--- config.mk ---
export PLATFORM = sky130hd
export DESIGN_NAME = nmea_sentence_field_parser_top
export DESIGN_NICKNAME = d
export VERILOG_FILES = /design/src/hw/rtl/nsfp_pkg.sv /design/src/hw/rtl/nsfp_step.sv /design/src/hw/rtl/nmea_sentence_field_parser_top.sv
export SDC_FILE = /design/constraint.sdc
export NUM_CORES = 1
export LEC_CHECK = 0
export BUFFER_PORTS_ARGS = -buffer_cell sky130_fd_sc_hd__buf_2
export CORE_MARGIN = 10
export CORE_UTILIZATION = 45
export CTS_BUF_LIST = sky130_fd_sc_hd__clkbuf_8
export CTS_CLUSTER_DIAMETER = 120
export CTS_CLUSTER_SIZE = 14
export DETAILED_ROUTE_END_ITERATION = 6
export PLACE_DENSITY = 0.73
export SETUP_SLACK_MARGIN = 0.5
export SYNTH_ARGS = -nofsm -noshare
export SYNTH_HDL_FRONTEND = slang
export SYNTH_SLANG_ARGS = --single-unit
--- constraint.sdc ---
create_clock -name clk -period 7.3 [get_ports clk]
set_input_delay 1.46 -clock clk [delete_from_list [all_inputs] [get_ports clk]]
set_output_delay 1.46 -clock clk [all_outputs]
set_load 0.02 [all_outputs]
--- src/hw/rtl/nsfp_pkg.sv ---
package nsfp_pkg;

	// register indexes on the configuration port
	localparam logic [2:0] CFG_MIN_LEN_POS   = 3'd0;
	localparam logic [2:0] CFG_MIN_LEN_DEP   = 3'd1;
	localparam logic [2:0] CFG_BURST_LIM_POS = 3'd2;
	localparam logic [2:0] CFG_BURST_LIM_DEP = 3'd3;
	localparam logic [2:0] CFG_FIELD_LIM     = 3'd4;
	localparam logic [2:0] CFG_MARKER_LIM    = 3'd5;

	// register reset values
	localparam logic [9:0] RST_MIN_LEN_POS   = 10'd61;
	localparam logic [9:0] RST_MIN_LEN_DEP   = 10'd16;
	localparam logic [9:0] RST_BURST_LIM_POS = 10'd595;
	localparam logic [9:0] RST_BURST_LIM_DEP = 10'd50;
	localparam logic [4:0] RST_FIELD_LIM     = 5'd15;
	localparam logic [9:0] RST_MARKER_LIM    = 10'd100;

	// status codes
	localparam logic [1:0] ST_TOO_SHORT = 2'd0;
	localparam logic [1:0] ST_MISMATCH  = 2'd1;
	localparam logic [1:0] ST_NO_MARKER = 2'd2;
	localparam logic [1:0] ST_COMPLETE  = 2'd3;

	// sentence layout
	localparam logic [9:0] HDR_LEN    = 10'd7;
	localparam logic [3:0] POS_FIELDS = 4'd9;
	localparam logic [3:0] DEP_FIELDS = 4'd2;
	localparam logic [5:0] ERR_MAX    = 6'd63;

	// characters of interest
	localparam logic [7:0] CHR_COMMA = 8'h2C;
	localparam logic [7:0] CHR_STAR  = 8'h2A;
	localparam logic [7:0] CHR_DOT   = 8'h2E;
	localparam logic [7:0] CHR_0     = 8'h30;
	localparam logic [7:0] CHR_9     = 8'h39;
	localparam logic [7:0] CHR_A     = 8'h41;
	localparam logic [7:0] CHR_Z     = 8'h5A;

	typedef struct packed {
		logic [9:0] min_len_pos;
		logic [9:0] min_len_dep;
		logic [9:0] burst_lim_pos;
		logic [9:0] burst_lim_dep;
		logic [4:0] field_lim;
		logic [9:0] marker_lim;
	} nsfp_cfg_t;

	typedef struct packed {
		logic [9:0] pos;
		logic       header_ok;
		logic [3:0] cur_field;
		logic [4:0] char_cnt;
		logic [5:0] err;
		logic       marker;
		logic       kind;
	} nsfp_state_t;

	typedef struct packed {
		logic       char_valid;
		logic [7:0] char_value;
		logic [3:0] field_number;
		logic       field_closed;
		logic       status_valid;
		logic [1:0] status_code;
		logic [5:0] overflow_errors;
		logic [9:0] burst_length;
	} nsfp_result_t;

	// expected header text, kind 0 "$GPRMC," and kind 1 "$SDDPT,"
	function automatic logic [7:0] header_char(input logic kind, input logic [2:0] idx);
		logic [7:0] c;
		unique case (idx)
			3'd0:    c = 8'h24;
			3'd1:    c = kind ? 8'h53 : 8'h47;
			3'd2:    c = kind ? 8'h44 : 8'h50;
			3'd3:    c = kind ? 8'h44 : 8'h52;
			3'd4:    c = kind ? 8'h50 : 8'h4D;
			3'd5:    c = kind ? 8'h54 : 8'h43;
			3'd6:    c = CHR_COMMA;
			default: c = 8'h00;
		endcase
		return c;
	endfunction

endpackage

--- src/hw/rtl/nsfp_step.sv ---
module nsfp_step (
	input  nsfp_pkg::nsfp_cfg_t    cfg,
	input  nsfp_pkg::nsfp_state_t  st,
	input  logic                   mode,
	input  logic [7:0]             data_byte,
	input  logic                   burst_first,
	input  logic                   burst_last,
	output nsfp_pkg::nsfp_state_t  nx,
	output nsfp_pkg::nsfp_result_t res
);
	import nsfp_pkg::*;

	nsfp_state_t base;
	logic [9:0]  limit;
	logic [9:0]  min_len;
	logic        take;
	logic        in_hdr;
	logic [3:0]  nfields;
	logic        is_char;
	logic        is_term;
	logic [5:0]  cnt_inc;
	logic        cut;

	// byte classes
	assign is_char = ((data_byte >= CHR_0) && (data_byte <= CHR_9)) || (data_byte == CHR_DOT)
		|| ((data_byte >= CHR_A) && (data_byte <= CHR_Z));
	assign is_term = (data_byte == CHR_COMMA) || (data_byte == CHR_STAR);

	// per-burst state seen by this byte
	always_comb begin
		base = st;
		if (burst_first) begin
			base.pos       = '0;
			base.header_ok = 1'b1;
			base.cur_field = '0;
			base.char_cnt  = '0;
			base.err       = '0;
			base.marker    = 1'b0;
			base.kind      = mode;
		end
	end

	assign limit   = base.kind ? cfg.burst_lim_dep : cfg.burst_lim_pos;
	assign min_len = base.kind ? cfg.min_len_dep : cfg.min_len_pos;
	assign nfields = base.kind ? DEP_FIELDS : POS_FIELDS;
	assign take    = base.pos < limit;
	assign in_hdr  = base.pos < HDR_LEN;
	assign cnt_inc = {1'b0, base.char_cnt} + 6'd1;
	assign cut     = cnt_inc > {1'b0, cfg.field_lim};

	// byte handling, then status on the last byte of a burst
	always_comb begin
		nx  = base;
		res = '0;
		if (take) begin
			nx.pos = base.pos + 10'd1;
			if (in_hdr) begin
				if (data_byte != header_char(base.kind, base.pos[2:0])) begin
					nx.header_ok = 1'b0;
				end
			end else if (base.header_ok) begin
				if (base.cur_field < nfields) begin
					if (is_char || is_term) begin
						res.char_valid   = is_char;
						res.char_value   = is_char ? data_byte : 8'd0;
						res.field_number = base.cur_field;
						if (cut && (base.err != ERR_MAX)) begin
							nx.err = base.err + 6'd1;
						end
						if (is_term || cut) begin
							res.field_closed = 1'b1;
							nx.cur_field     = base.cur_field + 4'd1;
							nx.char_cnt      = '0;
						end else begin
							nx.char_cnt = cnt_inc[4:0];
						end
					end
				end else if (!base.kind && (base.pos < cfg.marker_lim)
						&& (data_byte == CHR_STAR)) begin
					nx.marker = 1'b1;
				end
			end
		end
		if (burst_last) begin
			res.status_valid    = 1'b1;
			res.overflow_errors = nx.err;
			res.burst_length    = nx.pos;
			priority if (nx.pos < min_len) begin
				res.status_code = ST_TOO_SHORT;
			end else if (!nx.header_ok || (nx.pos < HDR_LEN)) begin
				res.status_code = ST_MISMATCH;
			end else if (nx.kind || nx.marker) begin
				res.status_code = ST_COMPLETE;
			end else begin
				res.status_code = ST_NO_MARKER;
			end
			nx.pos       = '0;
			nx.header_ok = 1'b1;
			nx.cur_field = '0;
			nx.char_cnt  = '0;
			nx.err       = '0;
			nx.marker    = 1'b0;
		end
	end

endmodule

--- src/hw/rtl/nmea_sentence_field_parser_top.sv ---
// channel   direction  handshake           contents
// in        input      in_valid/in_ready   mode, data_byte, burst_first, burst_last
// out       output     out_valid/out_ready one result per byte: char, field, status
// cfg       input      cfg_wr_en           cfg_index selects register, cfg_data value
//
// one byte per cycle while in_ready is high; each result is registered and appears in the cycle after its byte is taken
// the per-byte decode sits between the burst state and the output register
// in_ready drops only while the output register holds a result not yet taken
// reset loads register defaults and clears burst state; no clearing pass
module nmea_sentence_field_parser_top (
	input  logic       clk,
	input  logic       arst_n,
	// input channel
	input  logic       in_valid,
	output logic       in_ready,
	input  logic       mode,
	input  logic [7:0] data_byte,
	input  logic       burst_first,
	input  logic       burst_last,
	// output channel
	output logic       out_valid,
	input  logic       out_ready,
	output logic       char_valid,
	output logic [7:0] char_value,
	output logic [3:0] field_number,
	output logic       field_closed,
	output logic       status_valid,
	output logic [1:0] status_code,
	output logic [5:0] overflow_errors,
	output logic [9:0] burst_length,
	// configuration
	input  logic       cfg_wr_en,
	input  logic [2:0] cfg_index,
	input  logic [9:0] cfg_data
);
	import nsfp_pkg::*;

	nsfp_cfg_t    cfg_q;
	nsfp_state_t  state_q;
	nsfp_state_t  state_nx;
	nsfp_result_t res_nx;
	nsfp_result_t res_q;
	logic         out_valid_q;
	logic         in_fire;

	assign in_ready = !out_valid_q || out_ready;
	assign in_fire  = in_valid && in_ready;

	// configuration registers
	always_ff @(posedge clk or negedge arst_n) begin
		if (!arst_n) begin
			cfg_q.min_len_pos   <= RST_MIN_LEN_POS;
			cfg_q.min_len_dep   <= RST_MIN_LEN_DEP;
			cfg_q.burst_lim_pos <= RST_BURST_LIM_POS;
			cfg_q.burst_lim_dep <= RST_BURST_LIM_DEP;
			cfg_q.field_lim     <= RST_FIELD_LIM;
			cfg_q.marker_lim    <= RST_MARKER_LIM;
		end else if (cfg_wr_en) begin
			unique case (cfg_index)
				CFG_MIN_LEN_POS:   cfg_q.min_len_pos   <= cfg_data;
				CFG_MIN_LEN_DEP:   cfg_q.min_len_dep   <= cfg_data;
				CFG_BURST_LIM_POS: cfg_q.burst_lim_pos <= cfg_data;
				CFG_BURST_LIM_DEP: cfg_q.burst_lim_dep <= cfg_data;
				CFG_FIELD_LIM:     cfg_q.field_lim     <= cfg_data[4:0];
				CFG_MARKER_LIM:    cfg_q.marker_lim    <= cfg_data;
				default: ;
			endcase
		end
	end

	// per-byte decode
	nsfp_step u_step (
		.cfg        (cfg_q),
		.st         (state_q),
		.mode       (mode),
		.data_byte  (data_byte),
		.burst_first(burst_first),
		.burst_last (burst_last),
		.nx         (state_nx),
		.res        (res_nx)
	);

	// burst state and output valid
	always_ff @(posedge clk or negedge arst_n) begin
		if (!arst_n) begin
			state_q.pos       <= '0;
			state_q.header_ok <= 1'b1;
			state_q.cur_field <= '0;
			state_q.char_cnt  <= '0;
			state_q.err       <= '0;
			state_q.marker    <= 1'b0;
			state_q.kind      <= 1'b0;
			out_valid_q       <= 1'b0;
		end else begin
			if (in_fire) begin
				state_q     <= state_nx;
				out_valid_q <= 1'b1;
			end else if (out_ready) begin
				out_valid_q <= 1'b0;
			end
		end
	end

	// result register
	always_ff @(posedge clk) begin
		if (in_fire) begin
			res_q <= res_nx;
		end
	end

	assign out_valid       = out_valid_q;
	assign char_valid      = res_q.char_valid;
	assign char_value      = res_q.char_value;
	assign field_number    = res_q.field_number;
	assign field_closed    = res_q.field_closed;
	assign status_valid    = res_q.status_valid;
	assign status_code     = res_q.status_code;
	assign overflow_errors = res_q.overflow_errors;
	assign burst_length    = res_q.burst_length;

endmodule

==> results of run 1 <==
[report_power, final]
part           internal, mW  switching (mW)  total [mW]
logic                 0.148           0.198       0.346
clock network         0.435           0.275       0.710
registers             0.774          0.0441       0.818
total                  1.36           0.517        1.87
[synthesized netlist by cell type, types with 3 or more instances]
cell and instances:
sky130_fd_sc_hd__buf_1 4, sky130_fd_sc_hd__nor3b_1 5, sky130_fd_sc_hd__o22ai_1 5, sky130_fd_sc_hd__and2_1 18, sky130_fd_sc_hd__edfxtp_1 33, sky130_fd_sc_hd__xor2_1 7, sky130_fd_sc_hd__nor3_1 21, sky130_fd_sc_hd__a21oi_1 18
sky130_fd_sc_hd__mux2_2 54, sky130_fd_sc_hd__nand3b_1 5, sky130_fd_sc_hd__nand2_1 51, sky130_fd_sc_hd__dfstp_2 22, sky130_fd_sc_hd__ha_1 41, sky130_fd_sc_hd__clkbuf_1 18, sky130_fd_sc_hd__o211ai_1 4, sky130_fd_sc_hd__nor2_1 30
sky130_fd_sc_hd__dfrtp_1 62, sky130_fd_sc_hd__nand3_1 20, sky130_fd_sc_hd__xnor2_1 11, sky130_fd_sc_hd__or3_1 4, sky130_fd_sc_hd__a211oi_1 5, sky130_fd_sc_hd__nor4_1 8, sky130_fd_sc_hd__nand2b_1 7, sky130_fd_sc_hd__buf_2 3
sky130_fd_sc_hd__a22o_1 9, sky130_fd_sc_hd__a22oi_1 3, sky130_fd_sc_hd__and3_1 4, sky130_fd_sc_hd__mux2i_1 24, sky130_fd_sc_hd__o21ai_0 32, sky130_fd_sc_hd__or4_1 5, sky130_fd_sc_hd__nor2b_1 18, sky130_fd_sc_hd__o41a_1 3
sky130_fd_sc_hd__or2_2 4, sky130_fd_sc_hd__buf_4 3, sky130_fd_sc_hd__a31oi_1 5, sky130_fd_sc_hd__nand4b_1 4, sky130_fd_sc_hd__inv_1 27, sky130_fd_sc_hd__nand4_1 4
[per-stage QoR]
| step | area, sq um | worst slack [ps] |
|---|---|---|
| finish | 7810 | 1910 |
| global route | 7810 | 1550 |
| detailed placement | 7340 | 1480 |
| global placement | 7340 | 1650 |
| floorplan | 6840 | 1750 |
| CTS | 7810 | 1950 |
[final cells by class]
type,instances,share of cell area
clock inverters,12,0.0255
inverters,29,0.0139
repair buffers,70,0.0474
well taps,188,0.0301
clock buffers,20,0.0352
multi-input cells,468,0.448
flip-flops and latches,117,0.399
[worst paths after layout]
path                       slack, ps                      endpoint                     from
hold / removal                   510       state_q[16]$_DFFE_PN0P_  state_q[16]$_DFFE_PN0P_
setup reg to reg                2660  status_code[0]$_SDFFCE_PP0P_   state_q[0]$_DFFE_PN0P_
hold reg to reg                  510       state_q[16]$_DFFE_PN0P_  state_q[16]$_DFFE_PN0P_
min in group asynchronous       1200         cfg_q[41]$_DFFE_PN0P_                   arst_n
max in group asynchronous       5430       state_q[15]$_DFFE_PN0P_                   arst_n
setup / recovery                1910  status_code[0]$_SDFFCE_PP0P_              burst_first
[state kept, by name, summed over array words and instances (netlist names)]
signal and cells:
burst_length 10, field_closed 1, cfg_q 55, char_valid 1
state_q 28, status_valid 1, char_value 8, status_code 2
field_number 4, out_valid 1, overflow_errors 6
[cells by family after synthesis]
logic type | count (synthesis)
buffers and inverters | 58
AO/OA/AOI/OAI | 110
XOR/XNOR | 18
flip-flops | 117
adder cells (fa/ha/maj) | 41
AND/OR/NAND/NOR | 219
multiplexers | 79
other | 1
[worst min-delay path, stage by stage (launching register included)]
cell,delay [ps]
sky130_fd_sc_hd__dfrtp_1,360
sky130_fd_sc_hd__nand2_1,60
sky130_fd_sc_hd__o31ai_1,50
[per-layer routing]
layer / GRT usage / vias to the layer above
met3: 0.0389 / 39
met1: 0.218 / 2589
li1: - / 2475
met4: 0.0650 / 0
met2: 0.286 / 208
met5: 0 / -
==> results.yml, run 1 <==
synthesis:
  synth_enable_flop_cells: 33
  synth.mux.area_fraction: 0.127
  postSynthAreaPerCell_sq_um: 10.6
  post-synth-top-area-cell: "sky130_fd_sc_hd__dfrtp_1"
  synth-xor-area-share: 0.0231
  sequential_cell_area_fraction_in_the_yosys_report: 0.456
  netlist-cell-type-count: 72
  synth_top_family_by_area: "simple AND/OR/NAND/NOR gates"
  postSynthCellCount: 643
  post_synth_and_or_nand_nor_area_fraction: 0.173
  post_synth_instance_area_sq_um: 6840
  synth_seq_cells: 117
  synth.area.top_cells: "sky130_fd_sc_hd__dfrtp_1 (23%), sky130_fd_sc_hd__edfxtp_1 (14%), sky130_fd_sc_hd__mux2_2 (8.9%)"
  area_fraction_in_compound_gates_after_synthesis: 0.111
  yosys_warnings: 0
  synth-adder-area-share: 0.0750
  async_flop_share: 0.718
  synthesis.nets: 713
  synth_ff_type: "sky130_fd_sc_hd__dfrtp_1"
  synth_top_area_share: 0.227
cts:
  hold_buffers: 0
  tritoncts_num_sinks: 117
  cts-resized-gates: 0
  clockRootBuffer: "sky130_fd_sc_hd__clkbuf_8"
  clock_path_buffers: 2
  insertion_delay_ps: 450
  ctsHtreeMaxLevel: 4
  cts-buffers-inserted: 17
  clk_pin_slew_worst_paths_ps: 70
  cts_tree: "built"
  post_cts_buffers: 0
cells_and_area:
  number_of_antenna_diodes: 0
  finish.net_count: 773
  multiInputGateArea_sq_um: 3500
  synthToLayoutAreaGrowth_pct: 14.2
  layout.core_utilization: 0.520
  most_frequent_cells_in_the_layout: "sky130_fd_sc_hd__dfrtp_1 (62), sky130_fd_sc_hd__buf_2 (62), sky130_fd_sc_hd__mux2_2 (54), sky130_fd_sc_hd__nand2_1 (51), sky130_fd_sc_hd__ha_1 (41)"
  filler_cell_count: 1315
  drive_above_1_share: 0.264
  finalNonFillerCells: 904
  seqCellArea_sq_um: 3120
sta:
  worst_hold_slack_ps: 506
  final.setup.tns_ps: 0
  timing.max_slew.rel_slack: 0.207
  achievable-frequency_ghz: 0.185
  grt_setup_unrepaired: "false"
  timing.final.setup_violations: 0
  final_critical_path_time_including_i_o_delays_and_setup_ps: 5390
  slew_viol_final: 0
  hold_vio_cnt_final: 0
  max_slew.worst_pin.slew_ps: 1190
  finClkSkew_ps: 12.4
  layout_worst_path_cycle_share: 0.739
setup_path:
  critical_path.startpoint_type: "input port"
  worst_path_max_delay_cell: "sky130_fd_sc_hd__o41ai_1"
  worst_path_largest_cell_delay_ps: 470
  path_class: "input port to flop"
  data_required_time_at_the_worst_endpoint_ps: 7590
  worst-path-stages: 15
  end_kind: "flop"
  worstPathMaxFanout: 21
  crit_path_leading_delay_family: "compound AO/OA/AOI/OAI gates"
  path_cells: "buf_2, mux2i_4, clkinv_1, buf_4, mux2i_1, ha_1, o41ai_1, o41a_1, nand2_1, or3_1, xnor2_1, ha_1, nand3_1, o41a_1, a22oi_1"
  r2r_cells: 14
  path_buf_inv: 3
  crit_arrival_ps: 5690
placed_design:
  place.gp.congestion: 0.912
  dp.cells: 872
  detailed_place_hpwl_mm: 12.6
  number_of_i_o_port_buffers: 63
detailed_routing:
  drtIter0Drc: 400
  post_drt_wl_per_cell_um: 18.8
  detail-route-antenna-nets: 0
  detail_route.wirelength.met1_mm: 7.26
  route.top_layer_used: "met4"
  route.vias.total: 5311
  detailroute.wirelength.met3_mm: 1.15
  drt-total-wl_mm: 17.0
  drc_violation_count_after_routing: 0
  first_pass_iters: 5
  detailroute.wirelength.met2_mm: 8.23
  viasPerCell: 5.88
die:
  design.core.area_sq_um: 15000
  die_w_um: 143
  floorplan.io_pins: 64
  die_footprint_sq_um: 20500
  initial_core_util: 0.455
  die_height_um: 143
  num_rows: 45
grt:
  grt_pass1_wl_mm: 28.1
  maximum_number_of_pins_on_one_net_before_global_route_repair: 85
  number_of_antenna_violations_at_the_first_check_in_global_routing: 0
  via_count_of_the_first_global_routing_pass: 5430
  grt.total_usage: 0.174
  grt-ovfl-total: 0
min_path:
  hold_crit_path_type: "flop to flop"
  min_delay_path_depth: 2
power:
  worst_case_vdd_ir_drop_mv: 0.199
  power_density_nw_per_um2: 240
  p_leak_nw: 3.36
  total_power_mw: 1.87
outcome:
  status: "complete, no violations"
job:
  number_of_maximum_capacitance_violations: 0
(Power assumes the default switching activity.)
==> run 2, diff against run 1 <==
- PLACE_DENSITY: 0.73 -> 0.76
- clock period: 7.3 -> 4.8 ns (I/O delays scaled with it)
==> results.yml, run 2 (synthesis results as in run 1) <==
sta:
  grt_setup_unrepaired: "true"
  layout_worst_path_cycle_share: 0.868
  final_critical_path_setup_slack_ps: 634
  timing.max_slew.rel_slack: 0.321
  final_critical_path_time_including_i_o_delays_and_setup_ps: 4170
  final.setup.tns_ps: 0
  finClkSkew_ps: 10.7
  hold_vio_cnt_final: 0
  timing.final.setup_violations: 0
  max_slew.worst_pin.slew_ps: 1010
  slew_viol_final: 0
  worst_hold_slack_ps: 505
  achievable-frequency_ghz: 0.240
cells_and_area:
  synthToLayoutAreaGrowth_pct: 16.1
  largest-register: "cfg_q"
  finalNonFillerCells: 927
  largest_register_ff_count: 55
  fin_area_sq_um: 7940
  seqCellArea_sq_um: 3120
  finish.net_count: 796
  drive_above_1_share: 0.298
  layout.core_utilization: 0.528
  most_frequent_cells_in_the_layout: "sky130_fd_sc_hd__dfrtp_1 (62), sky130_fd_sc_hd__buf_2 (62), sky130_fd_sc_hd__mux2_2 (52), sky130_fd_sc_hd__nand2_1 (51), sky130_fd_sc_hd__ha_1 (41)"
  number_of_antenna_diodes: 0
  filler_cell_count: 1317
  multiInputGateArea_sq_um: 3540
setup_path:
  path_class: "input port to flop"
  worst_path_max_delay_cell: "sky130_fd_sc_hd__o41a_1"
  worst_r2r_endpoint: "status_code[0]$_SDFFCE_PP0P_"
  worstPathMaxFanout: 14
  end_kind: "flop"
  cp-endpoint: "status_code[0]$_SDFFCE_PP0P_"
  worstSetupStartpoint: "burst_first"
  path_cells: "buf_2, mux2i_4, clkinv_2, buf_6, mux2i_1, ha_1, o211a_1, o41ai_2, o41a_1, nand3_1, mux2_4, ha_1, and4_4, nand3_1, o41a_1, a22oi_1"
  r2r_setup_slack_ps: 910
  crit_arrival_ps: 4470
  worst_path_largest_cell_delay_ps: 520
  reg2reg_from: "state_q[0]$_DFFE_PN0P_"
  r2r_cells: 15
  data_required_time_at_the_worst_endpoint_ps: 5100
  critical_path.startpoint_type: "input port"
job:
  number_of_maximum_capacitance_violations: 0
cts:
  hold_buffers: 0
  clock_path_buffers: 2
  cts-buffers-inserted: 17
  clockRootBuffer: "sky130_fd_sc_hd__clkbuf_8"
  cts_tree: "built"
  insertion_delay_ps: 450
  tritoncts_num_sinks: 117
  ctsHtreeMaxLevel: 4
  clk_pin_slew_worst_paths_ps: 80
placed_design:
  detailed_place_hpwl_mm: 12.0
  place_ws_ps: 214
  dpl-instance-area_sq_um: 7500
  place.gp.congestion: 0.937
  dp.cells: 893
  number_of_i_o_port_buffers: 63
power:
  clkPwrFrac: 0.336
  p_leak_nw: 3.45
  p_int_mw: 1.88
  sw_frac_of_total: 0.301
  worst_case_vdd_ir_drop_mv: 0.248
  switchingPower_mw: 0.809
  total_power_mw: 2.69
  combinationalPowerShare: 0.202
  sequentialPowerShare: 0.462
  power_density_nw_per_um2: 339
detailed_routing:
  detail-route-antenna-nets: 0
  route.vias.total: 5191
  drtIter0Drc: 378
  drc_violation_count_after_routing: 0
  post_drt_wl_per_cell_um: 17.4
  drt-total-wl_mm: 16.1
  first_pass_iters: 6
  viasPerCell: 5.60
grt:
  grt.total_usage: 0.166
  via_count_of_the_first_global_routing_pass: 5222
  maximum_number_of_pins_on_one_net_before_global_route_repair: 47
  number_of_antenna_violations_at_the_first_check_in_global_routing: 0
  grt_pass1_wl_mm: 26.9
  grt-ovfl-total: 0
die:
  initial_core_util: 0.455
  num_rows: 45
  floorplan.io_pins: 64
  die_footprint_sq_um: 20500
  die_w_um: 143
  design.core.area_sq_um: 15000
  die_height_um: 143
outcome:
  status: "complete, no violations"
min_path:
  hold_crit_path_type: "input port to async pin"
==> run 2: area by class of cell <==
type | count | area share
Tap cell | 188 | 0.0296
Inverter | 29 | 0.0139
Sequential cell | 117 | 0.393
Timing Repair Buffer | 93 | 0.0689
Multi-Input combinational cell | 468 | 0.446
Clock inverter | 15 | 0.0191
Clock buffer | 17 | 0.0295
==> run 2: timing repair <==
| item | in CTS | in global routing |
|---|---|---|
| gates resized for setup | 0 | 8 |
| setup buffers | 0 | 2 |
| endpoints found under the setup margin | 0 | 4 |
==> run 2: worst max-delay path: cells and delay by family <==
kind                       cells  cell delay, ps
AOI/OAI and AO/OA              5            1290
adders and majority gates      2             580
buffers and inverters          3             450
muxes                          3             720
and+or+nand+nor                3             460
==> run 2: power groups by stage <==
stage	Clock, mW	Sequential (mW)	Combinational [mW]
floorplan	0	1.26	0.358
global placement	0	1.26	0.518
detailed placement	0	1.26	0.533
CTS	0.922	1.24	0.536
global route	0.971	1.26	0.606
finish	0.904	1.24	0.544
==> run 2: how the worst min path moves through the flow <==
stage | startpoint | end | slack (ps)
2_1_floorplan | state_q[16]$_DFFE_PN0P_ | state_q[16]$_DFFE_PN0P_ | 450
4_1_cts | arst_n | cfg_q[22]$_DFFE_PN0P_ | 500
3_5_place_dp | cfg_q[22]$_DFFE_PN0P_ | cfg_q[22]$_DFFE_PN0P_ | 490
6_report | arst_n | cfg_q[53]$_DFFE_PN0P_ | 500
3_3_place_gp | state_q[16]$_DFFE_PN0P_ | state_q[16]$_DFFE_PN0P_ | 490
5_1_grt | arst_n | cfg_q[43]$_DFFE_PN0P_ | 520
==> run 2: metal layers <==
metal / track usage / share of wire / up-vias
met5: 0 / 0 / -
met4: 0.0650 / 0.019 / 0
met3: 0.0488 / 0.075 / 25
met2: 0.260 / 0.46 / 152
met1: 0.212 / 0.45 / 2484
li1: - / - / 2530
==> run 3, diff against run 2 <==
- CORE_UTILIZATION: 45 -> 55
- CTS_BUF_LIST: sky130_fd_sc_hd__clkbuf_8 -> sky130_fd_sc_hd__clkbuf_4 sky130_fd_sc_hd__clkbuf_8
- PLACE_DENSITY: 0.76 -> 0.88
- SYNTH_HIERARCHICAL: unset -> 1
==> results.yml, run 3 <==
die:
  floorplan.io_pins: 64
  die_footprint_sq_um: 17500
  initial_core_util: 0.571
  die_height_um: 132
  die_w_um: 132
  design.core.area_sq_um: 12200
  num_rows: 40
cts:
  clock_path_buffers: 2
  clockRootBuffer: "sky130_fd_sc_hd__clkbuf_8"
  insertion_delay_ps: 460
  cts-buffers-inserted: 17
  ctsHtreeMaxLevel: 4
  cts_tree: "built"
  tritoncts_num_sinks: 117
  clk_pin_slew_worst_paths_ps: 60
power:
  clkPwrFrac: 0.352
  total_power_mw: 2.88
  p_leak_nw: 3.56
  sequentialPowerShare: 0.439
  switchingPower_mw: 0.821
  sw_frac_of_total: 0.285
  combinationalPowerShare: 0.209
  p_int_mw: 2.06
  power_density_nw_per_um2: 360
  worst_case_vdd_ir_drop_mv: 0.249
cells_and_area:
  synthToLayoutAreaGrowth_pct: 15.1
  final_common_cell: "sky130_fd_sc_hd__mux2_2"
  number_of_antenna_diodes: 0
  finish.net_count: 747
  most_frequent_cells_in_the_layout: "sky130_fd_sc_hd__mux2_2 (63), sky130_fd_sc_hd__dfrtp_1 (62), sky130_fd_sc_hd__buf_2 (62), sky130_fd_sc_hd__nor2_1 (35)"
  largest_register_ff_count: 55
  fin_area_sq_um: 7990
  filler_cell_count: 909
  largest-register: "cfg_q"
  drive_above_1_share: 0.362
synthesis:
  synth_enable_flop_cells: 33
  synth_common_cells: "sky130_fd_sc_hd__mux2_2 (63), sky130_fd_sc_hd__dfrtp_1 (62), sky130_fd_sc_hd__nor2_1 (36)"
  postSynthAreaPerCell_sq_um: 11.4
  library_cell_with_the_highest_instance_count_after_synthesis: "sky130_fd_sc_hd__mux2_2"
  synth_top_area_share: 0.224
  synth_ff_type: "sky130_fd_sc_hd__dfrtp_1"
  async_flop_share: 0.718
  netlist-cell-type-count: 69
  yosys_warnings: 6
  sequential_cell_area_fraction_in_the_yosys_report: 0.450
  post-synth-top-area-cell: "sky130_fd_sc_hd__dfrtp_1"
  synth_seq_cells: 117
  synth.area.top_cells: "sky130_fd_sc_hd__dfrtp_1 (22%), sky130_fd_sc_hd__edfxtp_1 (14%), sky130_fd_sc_hd__mux2_2 (10%)"
  post_synth_instance_area_sq_um: 6940
  synthesis.nets: 674
  postSynthCellCount: 610
outcome:
  status: "complete, no violations"
sta:
  finClkSkew_ps: 16.5
  grt_setup_unrepaired: "false"
  layout_worst_path_cycle_share: 0.860
  final.setup.tns_ps: 0
  final_critical_path_time_including_i_o_delays_and_setup_ps: 4130
  max_slew.worst_pin.slew_ps: 1210
  hold_vio_cnt_final: 0
  final_critical_path_setup_slack_ps: 673
  timing.final.setup_violations: 0
  timing.max_slew.rel_slack: 0.191
  slew_viol_final: 0
  achievable-frequency_ghz: 0.242
setup_path:
  r2r_cells: 18
  critical_path.startpoint_type: "input port"
  worst_path_largest_cell_delay_ps: 310
  cp-endpoint: "status_code[1]$_DFFE_PP_"
  crit_arrival_ps: 4330
  r2r_setup_slack_ps: 890
  worstPathMaxFanout: 8
  path_class: "input port to flop"
  worst_r2r_endpoint: "status_code[1]$_DFFE_PP_"
  worst_path_max_delay_cell: "sky130_fd_sc_hd__ha_1"
  path_cells: "buf_2, mux2i_4, inv_4, mux2i_1, ha_1, and2_4, a221oi_2, o21ai_2, a21oi_2, nand4_1, xnor2_2, ha_1, a21o_1, a21oi_1, nor2b_1, o21ai_1, o21ai_1, a31oi_1, nor2b_1"
  data_required_time_at_the_worst_endpoint_ps: 5000
  end_kind: "flop"
  worstSetupStartpoint: "burst_first"
  reg2reg_from: "state_q[0]$_DFFE_PN0P_"
placed_design:
  number_of_i_o_port_buffers: 63
  detailed_place_hpwl_mm: 11.7
  place.gp.congestion: 0.903
  dpl-instance-area_sq_um: 7500
  place_ws_ps: 205
grt:
  grt_pass1_wl_mm: 26.2
  via_count_of_the_first_global_routing_pass: 5171
  maximum_number_of_pins_on_one_net_before_global_route_repair: 85
  grt.total_usage: 0.183
  number_of_antenna_violations_at_the_first_check_in_global_routing: 0
  grt-ovfl-total: 0
job:
  number_of_maximum_capacitance_violations: 0
detailed_routing:
  drc_violation_count_after_routing: 0
  route.vias.total: 5091
  detail-route-antenna-nets: 0
  first_pass_iters: 5
  drt-total-wl_mm: 16.5
  viasPerCell: 5.89
  drtIter0Drc: 512
  post_drt_wl_per_cell_um: 19.1
min_path:
  hold_crit_path_type: "flop to flop"
-- run 3: layer usage --
layer / vias to the layer above / global-route usage / routed length (um)
met5: - / 0 / 0
met4: 0 / 0.0740 / 331
met3: 39 / 0.0541 / 1430
met2: 246 / 0.283 / 7630
met1: 2468 / 0.235 / 7120
li1: 2338 / - / -
-- run 3: area by class of cell --
class	instances	area, sq um	share of cell area
clock inverter	12	171	0.0215
multi-input combinational	428	3610	0.452
inverter	38	145	0.0182
clock buffer	20	269	0.0337
tap	168	210	0.0263
timing repair buffer	81	460	0.0576
sequential	117	3120	0.391
-- run 3: worst min path at each step --
stage                      startpoint                endpoint  depth (start not counted)
2_1_floorplan  state_q[3]$_DFFE_PN0P_  state_q[3]$_DFFE_PN0P_                          1
3_3_place_gp   state_q[3]$_DFFE_PN0P_  state_q[3]$_DFFE_PN0P_                          1
6_report        cfg_q[54]$_DFFE_PN0P_   cfg_q[54]$_DFFE_PN0P_                          1
5_1_grt         cfg_q[54]$_DFFE_PN0P_   cfg_q[54]$_DFFE_PN0P_                          1
3_5_place_dp    cfg_q[46]$_DFFE_PN0P_   cfg_q[46]$_DFFE_PN0P_                          1
4_1_cts         cfg_q[54]$_DFFE_PN0P_   cfg_q[54]$_DFFE_PN0P_                          1
-- run 3: power by group through the flow --
stage	sequential [mW]	clock, mW	combinational, mW
global route	1.28	1.07	0.651
CTS	1.26	1.03	0.591
detailed placement	1.28	0	0.585
floorplan	1.27	0	0.417
global placement	1.27	0	0.553
finish	1.26	1.01	0.601
-- run 3: cell families after synthesis --
family,count (synthesis),share of synthesized area
other,1,0.000540
adders and majority gates,36,0.0646
xor gates and xnor gates,27,0.0341
buffers and inverters,65,0.0445
AOI/OAI and AO/OA,80,0.0792
muxes,107,0.182
DFF,117,0.450
and+or+nand+nor,177,0.146
-- run 3: critical path: cells and delay by family --
kind                     cells  cell delay, ps
AO/OA/AOI/OAI                8            1260
buffers and inverters        2             250
multiplexers                 2             490
adder cells (fa/ha/maj)      2             580
AND/OR/NAND/NOR              4             510
XOR/XNOR                     1             270
-- run 3: what timing repair did --
action	in CTS	in global routing
setup endpoints to repair	0	5
buffers inserted	0	2
hold endpoints to repair	0	0
hold buffers	0	0
gates resized for setup	0	8
-- run 3: through the flow --
step                instances   util  hold WS (ps)
global placement          830  0.616           485
detailed placement        830  0.616           495
floorplan                 610      -           471
CTS                       862  0.653           509
finish                    864  0.657           505
global route              864  0.657           528
